===== src/hw/rtl/msp_pkg.sv =====
// ----------------------------------------------------------------------------
// msp_pkg: shared types and constants for the multi-stack slot pool
// stack count, pool depth, link encoding, payload structs and control codes
// ----------------------------------------------------------------------------
package msp_pkg;

  localparam int NUM_STACKS = 4;
  localparam int POOL_DEPTH = 8;

  localparam int SLOT_W     = (POOL_DEPTH > 1) ? $clog2(POOL_DEPTH) : 1;
  localparam int LINK_W     = $clog2(POOL_DEPTH + 1);
  localparam int HEAD_IDX_W = (NUM_STACKS > 1) ? $clog2(NUM_STACKS) : 1;
  localparam int DATA_W     = 32;

  // null link: any value at or above the pool depth
  localparam logic [LINK_W-1:0] LINK_NULL = LINK_W'(POOL_DEPTH);

  typedef enum logic {
    OP_PUSH = 1'b0,
    OP_POP  = 1'b1
  } msp_op_t;

  typedef enum logic [1:0] {
    STAT_OK        = 2'd0,
    STAT_FULL      = 2'd1,
    STAT_EMPTY     = 2'd2,
    STAT_BAD_STACK = 2'd3
  } msp_status_t;

  typedef struct packed {
    msp_op_t                   operation;
    logic [1:0]                stack_id;
    logic signed [DATA_W-1:0]  push_value;
  } msp_in_t;

  typedef struct packed {
    msp_status_t               status;
    logic signed [DATA_W-1:0]  popped_value;
  } msp_out_t;

  typedef enum logic {
    S_IDLE = 1'b0,
    S_EXEC = 1'b1
  } msp_state_t;

  typedef struct packed {
    logic ready;   // sequencer can take a new item
    logic accept;  // item transfer this cycle, link and data reads issued
    logic commit;  // write back links, heads and result this cycle
  } msp_ctrl_t;

endpackage


===== src/hw/rtl/multi_stack_shared_pool_unit.sv =====
// ----------------------------------------------------------------------------
// multi_stack_shared_pool_unit: several lifo stacks over one linked slot pool
// result: registered at the write-back step, which waits while the result register is held
// sequencing: a new item is taken only after the write-back of the last one, which follows
//   the registered read of the link and data memories and waits on the output stall
// reset: all stacks empty, free list runs slot 0 to the last slot in order
// ----------------------------------------------------------------------------
module multi_stack_shared_pool_unit (
  input  logic              clk,
  input  logic              rst_n,
  input  logic              in_valid,
  output logic              in_stall,
  input  msp_pkg::msp_in_t  in_data,
  output logic              out_valid,
  input  logic              out_stall,
  output msp_pkg::msp_out_t out_data
);
  import msp_pkg::*;

  msp_ctrl_t ctrl;
  logic      out_free;

  // list heads: one per stack plus the free list
  logic [LINK_W-1:0] stack_head_r   [NUM_STACKS];
  logic [LINK_W-1:0] stack_head_nxt [NUM_STACKS];
  logic [LINK_W-1:0] free_head_r;
  logic [LINK_W-1:0] free_head_nxt;

  // item captured at the transfer
  msp_op_t            op_r;
  logic [1:0]         sid_r;
  logic [DATA_W-1:0]  val_r;
  logic [LINK_W-1:0]  slot_r;   // slot being pushed into or popped from
  logic [LINK_W-1:0]  head_r;   // top of the chosen stack at the transfer

  // transfer cycle read select
  logic [HEAD_IDX_W-1:0] in_idx;
  logic [HEAD_IDX_W-1:0] cur_idx;
  logic [LINK_W-1:0]     head_sel;
  logic [LINK_W-1:0]     rd_slot;
  logic                  rd_en;

  // memory ports
  logic [LINK_W-1:0] link_rdata;
  logic [LINK_W-1:0] link_wdata;
  logic              link_we;
  logic [DATA_W-1:0] data_rdata;
  logic              data_we;

  // write-back results
  logic        bad_stack;
  logic        slot_null;
  msp_out_t    result;
  logic        out_valid_r;
  logic        out_valid_nxt;
  msp_out_t    out_data_r;

  msp_ctrl u_ctrl (
    .clk      (clk),
    .rst_n    (rst_n),
    .in_valid (in_valid),
    .out_free (out_free),
    .ctrl     (ctrl)
  );

  assign in_stall = !ctrl.ready;
  assign out_free = !out_valid_r || !out_stall;

  // read step: pop reads the stack top, push reads the free-list head
  assign in_idx   = HEAD_IDX_W'(in_data.stack_id);
  assign cur_idx  = HEAD_IDX_W'(sid_r);
  assign head_sel = stack_head_r[in_idx];
  assign rd_slot  = (in_data.operation == OP_POP) ? head_sel : free_head_r;
  assign rd_en    = ctrl.accept && (rd_slot < LINK_NULL);

  always_ff @(posedge clk) begin
    if (ctrl.accept) begin
      op_r   <= in_data.operation;
      sid_r  <= in_data.stack_id;
      val_r  <= in_data.push_value;
      slot_r <= rd_slot;
      head_r <= head_sel;
    end
  end

  msp_link_store u_link (
    .clk   (clk),
    .rst_n (rst_n),
    .re    (rd_en),
    .raddr (rd_slot[SLOT_W-1:0]),
    .we    (link_we),
    .waddr (slot_r[SLOT_W-1:0]),
    .wdata (link_wdata),
    .rdata (link_rdata)
  );

  msp_ram #(
    .WIDTH (DATA_W),
    .DEPTH (POOL_DEPTH)
  ) u_data_ram (
    .clk   (clk),
    .we    (data_we),
    .waddr (slot_r[SLOT_W-1:0]),
    .wdata (val_r),
    .re    (rd_en),
    .raddr (rd_slot[SLOT_W-1:0]),
    .rdata (data_rdata)
  );

  // write-back step: relink the slot and move the heads
  assign bad_stack = int'(sid_r) >= NUM_STACKS;
  assign slot_null = slot_r >= LINK_NULL;

  always_comb begin
    stack_head_nxt      = stack_head_r;
    free_head_nxt       = free_head_r;
    link_we             = 1'b0;
    link_wdata          = head_r;
    data_we             = 1'b0;
    result.status       = STAT_OK;
    result.popped_value = '0;
    priority if (bad_stack) begin
      result.status = STAT_BAD_STACK;
    end else if (op_r == OP_PUSH) begin
      if (slot_null) begin
        result.status = STAT_FULL;
      end else begin
        // free-list head becomes the new top, linked to the old top
        free_head_nxt           = link_rdata;
        link_we                 = ctrl.commit;
        link_wdata              = head_r;
        data_we                 = ctrl.commit;
        stack_head_nxt[cur_idx] = slot_r;
      end
    end else begin
      if (slot_null) begin
        result.status = STAT_EMPTY;
      end else begin
        // top slot goes back to the front of the free list
        stack_head_nxt[cur_idx] = link_rdata;
        result.popped_value     = data_rdata;
        link_we                 = ctrl.commit;
        link_wdata              = free_head_r;
        free_head_nxt           = slot_r;
      end
    end
  end

  always_ff @(posedge clk) begin
    if (!rst_n) begin
      for (int i = 0; i < NUM_STACKS; i++) begin
        stack_head_r[i] <= LINK_NULL;
      end
      free_head_r <= '0;
    end else if (ctrl.commit) begin
      stack_head_r <= stack_head_nxt;
      free_head_r  <= free_head_nxt;
    end
  end

  // result register: holds until the downstream transfer
  assign out_valid_nxt = ctrl.commit || (out_valid_r && out_stall);

  always_ff @(posedge clk) begin
    if (!rst_n) begin
      out_valid_r <= 1'b0;
    end else begin
      out_valid_r <= out_valid_nxt;
    end
  end

  always_ff @(posedge clk) begin
    if (ctrl.commit) begin
      out_data_r <= result;
    end
  end

  assign out_valid = out_valid_r;
  assign out_data  = out_data_r;

endmodule


===== src/hw/rtl/msp_ram.sv =====
// ----------------------------------------------------------------------------
// msp_ram: generic single-write, single-read RAM
// one write port and one registered read port, no reset on contents
// ----------------------------------------------------------------------------
module msp_ram #(
  parameter int WIDTH = 32,
  parameter int DEPTH = 8
) (
  input  logic                                   clk,
  input  logic                                   we,
  input  logic [(DEPTH > 1 ? $clog2(DEPTH) : 1)-1:0] waddr,
  input  logic [WIDTH-1:0]                       wdata,
  input  logic                                   re,
  input  logic [(DEPTH > 1 ? $clog2(DEPTH) : 1)-1:0] raddr,
  output logic [WIDTH-1:0]                       rdata
);

  logic [WIDTH-1:0] mem_r [DEPTH];
  logic [WIDTH-1:0] rdata_r;

  always_ff @(posedge clk) begin
    if (we) begin
      mem_r[waddr] <= wdata;
    end
    if (re) begin
      rdata_r <= mem_r[raddr];
    end
  end

  assign rdata = rdata_r;

endmodule


===== src/hw/rtl/msp_link_store.sv =====
// ----------------------------------------------------------------------------
// msp_link_store: slot link memory with per-entry valid bits
// an entry never written reads as its reset link, the next slot index
// ----------------------------------------------------------------------------
module msp_link_store (
  input  logic                      clk,
  input  logic                      rst_n,
  input  logic                      re,
  input  logic [msp_pkg::SLOT_W-1:0] raddr,
  input  logic                      we,
  input  logic [msp_pkg::SLOT_W-1:0] waddr,
  input  logic [msp_pkg::LINK_W-1:0] wdata,
  output logic [msp_pkg::LINK_W-1:0] rdata
);
  import msp_pkg::*;

  logic [POOL_DEPTH-1:0] valid_r;
  logic                  rd_valid_r;
  logic [SLOT_W-1:0]     rd_addr_r;
  logic [LINK_W-1:0]     ram_q;

  msp_ram #(
    .WIDTH (LINK_W),
    .DEPTH (POOL_DEPTH)
  ) u_link_ram (
    .clk   (clk),
    .we    (we),
    .waddr (waddr),
    .wdata (wdata),
    .re    (re),
    .raddr (raddr),
    .rdata (ram_q)
  );

  always_ff @(posedge clk) begin
    if (!rst_n) begin
      valid_r <= '0;
    end else if (we) begin
      valid_r[waddr] <= 1'b1;
    end
  end

  always_ff @(posedge clk) begin
    if (re) begin
      rd_valid_r <= valid_r[raddr];
      rd_addr_r  <= raddr;
    end
  end

  // reset link of slot i is i+1, the last slot reaching the null code
  assign rdata = rd_valid_r ? ram_q : (LINK_W'(rd_addr_r) + LINK_W'(1));

endmodule


===== src/hw/rtl/msp_ctrl.sv =====
// ----------------------------------------------------------------------------
// msp_ctrl: two-step sequencer of the slot pool
// read step at the transfer, write-back step once the result register is free
// ----------------------------------------------------------------------------
module msp_ctrl (
  input  logic               clk,
  input  logic               rst_n,
  input  logic               in_valid,
  input  logic               out_free,
  output msp_pkg::msp_ctrl_t ctrl
);
  import msp_pkg::*;

  msp_state_t state_r;
  msp_state_t state_nxt;

  always_ff @(posedge clk) begin
    if (!rst_n) begin
      state_r <= S_IDLE;
    end else begin
      state_r <= state_nxt;
    end
  end

  always_comb begin
    state_nxt = state_r;
    unique case (state_r)
      S_IDLE: begin
        if (in_valid) begin
          state_nxt = S_EXEC;
        end
      end
      S_EXEC: begin
        if (out_free) begin
          state_nxt = S_IDLE;
        end
      end
      default: state_nxt = S_IDLE;
    endcase
  end

  always_comb begin
    ctrl = '0;
    unique case (state_r)
      S_IDLE: begin
        ctrl.ready  = 1'b1;
        ctrl.accept = in_valid;
      end
      S_EXEC: begin
        ctrl.commit = out_free;
      end
      default: ctrl = '0;
    endcase
  end

endmodule


===== config.mk =====
export PLATFORM = sky130hd
export DESIGN_NAME = multi_stack_shared_pool_unit
export DESIGN_NICKNAME = d
export VERILOG_FILES = /design/src/hw/rtl/msp_pkg.sv /design/src/hw/rtl/multi_stack_shared_pool_unit.sv /design/src/hw/rtl/msp_ram.sv /design/src/hw/rtl/msp_link_store.sv /design/src/hw/rtl/msp_ctrl.sv
export SDC_FILE = /design/constraint.sdc
export NUM_CORES = 1
export LEC_CHECK = 0
export ABC_AREA = 1
export BUFFER_PORTS_ARGS = -buffer_cell sky130_fd_sc_hd__buf_2
export CORE_ASPECT_RATIO = 0.6
export CORE_MARGIN = 1
export CORE_UTILIZATION = 30
export CTS_CLUSTER_SIZE = 40
export DETAILED_ROUTE_END_ITERATION = 6
export GPL_TIMING_DRIVEN = 0
export PLACE_DENSITY = 0.55
export SYNTH_ARGS = -nofsm -noshare
export SYNTH_HDL_FRONTEND = slang
export SYNTH_SLANG_ARGS = --single-unit
export TNS_END_PERCENT = 5

===== constraint.sdc =====
create_clock -name clk -period 4.69 [get_ports clk]
set_input_delay 0 -clock clk [delete_from_list [all_inputs] [get_ports clk]]
set_output_delay 0 -clock clk [all_outputs]
set_load 0.02 [all_outputs]

==> summary.md <==
| Metric | Value |
|---|---|
| Cell count after synthesis | 1738 |
| Largest net degree at the start of global routing | 23 |
| First-pass GRT wire length | 72.2 mm |
| Avg Vias per Cell | 4.49 |
| Die W | 322 um |
| PD cells | 392 mW/mm^2 |
| Most frequent cell after synthesis | edfxtp_1 |
| Filler cell count | 5926 |
| CTS sink cnt | 435 |
| Post-CTS setup buffer count | 0 |
| Critical Path RT | 4.94 ns |
| Setup WS post-layout | 1.66 ns |
| Hold path depth | 2 |
| ANT nets after route | 0 |
| CP bufs+invs | 3 |
| Tot Pwr | 8.60 mW |
| Core area | 0.0599 mm^2 |
| Grt ovf | 0 |
| Ys async rst share | 0% |
| Startpoint Class | register |
| Final Hold Viols | 0 |
| IO Pins | 75 |
| Final net count | 1948 |
| Final hold slack | 0.133 ns |
| Critical Path Most Common Cell | nor2_4 |
| CP Cell Sequence | inv_2 > nor2_4 > nand2_1 > nor2_1 > inv_1 > nor2_4 > buf_12 |
| Initial antenna violation count | 1 |
| Initial DRC count | 1283 |
| Initial Utilization | 30.8% |
| Synth cell types | 28 |
| Final Routed Wirelength | 48.1 mm |
| CP delay by family, top | simple AND/OR/NAND/NOR gates |
| Vias post-DR | 12400 |
| Most frequent cells after synthesis | edfxtp_1, inv_1, nand2_1 |
| Layout cells sized above 1 | 12.5% |
| Port-buffer cells | 74 |
| RSZ-0062 raised after global routing | false |
| Final Max Slew Viols | 0 |
| Area leader, netlist | edfxtp_1 |
| CTS root buf | clkbuf_16 |
| Synthesized area | 0.0184 mm^2 |
| Skew final | 0.0208 ns |
| Flop2flop setup slack | 1.66 ns |
| Hold Startpoint | in_data[18] |
| Synth warnings | 0 |
| Clock latency on the worst-skew pair | 0.56 ns |
| Max Root-Sink Buffers | 3 |
| # hold bufs at CTS | 38 |
| Gpl congestion | 0.854 |
| Fmax | 330 MHz |
| Max Cap Viol | 0 |
| Synth area leaders | edfxtp_1, nand3_1, inv_1 |
| Worst Path Arrival | 3.28 ns |
| Yosys reg bits | 435 |
| Mapped Nets | 1778 |
| Avg WL per Cell | 17.5 um |
| Crit. End Element | register |
| HP Class | input pin to register |
| Final period utilization | 64.7% |
| # DRC | 0 |
| TritonCTS Buffers | 42 |
| Die H | 194 um |
| Crit-path max FO | 18 |
| Worst Max-Slew Pin Slew | 1.14 ns |
| Outcome | finished clean |
| Pleak | 9.33 nW |
| CTS clock-pin slew for the worst setup and hold paths | 0.06 ns |
| Reg2reg path depth | 7 |
| All-Layer GR Usage | 15.5% |
| Post-synth EDFFs | 405 |
| WS Path Type | register to register |
| Post-Place Setup Slack | 1.60 ns |
| RR Endpoint | u_data_ram.mem_r[3][22] |
| Crit Reg-Reg Startpoint | u_ctrl.state_r |
| Hold Path End | val_r[18] |
| Slew HR | 23.2% |
| Crit path launch | u_ctrl.state_r |
| First-pass DRT Iterations | 5 |
| Rows | 69 |
| Syn-to-layout area delta | 18.9% |
| Seq/Total Area, Yosys | 69.3% |
| Worst IR Drop VDD | 0.223 mV |
| Post_cts resized | 0 |
| Syn Area/Cell | 10.6 um^2 |
| DP HPWL | 33.3 mm |
| Final worst path period need | 3.03 ns |
| Synth top area share | 66.0% |
| Final Setup Violations | 0 |
| ANT cells | 0 |
| Critical-path top delay cell | nor2_4 |
| Worst path max stage delay | 0.61 ns |
| Fin cells | 2757 |
| Placed cell count | 2642 |
| CTS tree | yes |
| Main synth FF type | edfxtp_1 |
| CTS H-tree depth | 2 |
| Vias in the first global route | 11600 |
| Die ar. | 0.0624 mm^2 |
## state kept, by name, summed over array words and instances, names as in the netlist
name,cells
u_link.valid_r,8
slot_r,4
out_valid,1
u_link.u_link_ram.rdata,4
u_data_ram.rdata,32
free_head_r,4
head_r,4
op_r,1
u_link.rd_addr_r,3
val_r,32
cur_idx,2
stack_head_r,16
u_data_ram.mem_r,256
u_link.u_link_ram.mem_r,32
u_ctrl.state_r,1
u_link.rd_valid_r,1
out_data,34
## layout make-up
class	instances	area (um^2)	share of cell area, %
Sequential cell	435	12800	58.3
Multi-Input combinational cell	849	3820	17.5
Inverter	370	1390	6.34
Clock buffer	53	1130	5.18
Tap cell	816	1020	4.66
Timing Repair Buffer	126	996	4.55
Buffer	84	529	2.42
Clock inverter	24	248	1.13
## power by group
group / switching [mW] / internal [mW]
clock network: 1.48 / 1.99
logic: 0.471 / 0.211
registers: 0.0680 / 4.37
## cells in the final DEF, fill, tap and decap left out, types with 2 or more instances in the layout
cell type / netlist / layout
edfxtp_1: 405 / 405
inv_1: 362 / 362
nand2_1: 355 / 355
nand3_1: 340 / 340
buf_2: 39 / 113
nor2_1: 97 / 87
clkbuf_16: 0 / 43
dlygate4sd3_1: 0 / 38
dfxtp_1: 30 / 30
clkbuf_1: 16 / 24
o21ai_0: 25 / 24
buf_6: 15 / 19
a21oi_1: 14 / 14
buf_4: 14 / 14
nor2_4: 0 / 10
buf_12: 0 / 10
clkinv_1: 1 / 9
inv_2: 7 / 7
clkinv_2: 0 / 7
bufinv_16: 0 / 5
o21ai_1: 2 / 3
nand3_2: 2 / 2
nand2_2: 2 / 2
clkinvlp_4: 0 / 2
clkbuf_8: 0 / 2
## worst max path at each step
stage / end / cells after the start / slack, ns
floorplan: u_data_ram.mem_r[0][0] / 6 / 0.02
global placement: u_data_ram.mem_r[1][15] / 7 / -3.71
detailed placement: u_data_ram.mem_r[3][15] / 7 / 1.60
CTS: u_data_ram.mem_r[3][22] / 7 / 1.58
global route: u_data_ram.mem_r[3][28] / 7 / 1.44
finish: u_data_ram.mem_r[3][22] / 7 / 1.66
## kinds of logic (layout without fill, tap and decap cells)
logic type	Yosys count	count (layout)	share of synthesized area (%)
multiplexers	1	1	0.0611
adder cells (fa/ha/maj)	1	1	0.0679
XOR/XNOR	1	1	0.0475
buffers and inverters	454	657	10.4
AO/OA/AOI/OAI	46	46	1.32
AND/OR/NAND/NOR	800	800	18.8
flip-flops	435	435	69.3
## routing by layer
layer,vias to the layer above,wire length (um),track usage (%)
met5,-,0,0
met3,54,4740,3.46
met1,5884,23100,24.2
met2,478,19500,21.7
met4,0,812,2.87
li1,5962,-,-
## metrics by stage
step / TNS [ns] / instance area, um^2 / utilization, %
after CTS: 0 / 21900 / 36.6
after global placement: -1029.28 / 19800 / 33.1
after global routing: 0 / 21900 / 36.6
after detailed placement: 0 / 20100 / 33.6
after floorplan: 0 / 18400 / -
final: 0 / 21900 / 36.6
(Power assumes the default switching activity.)
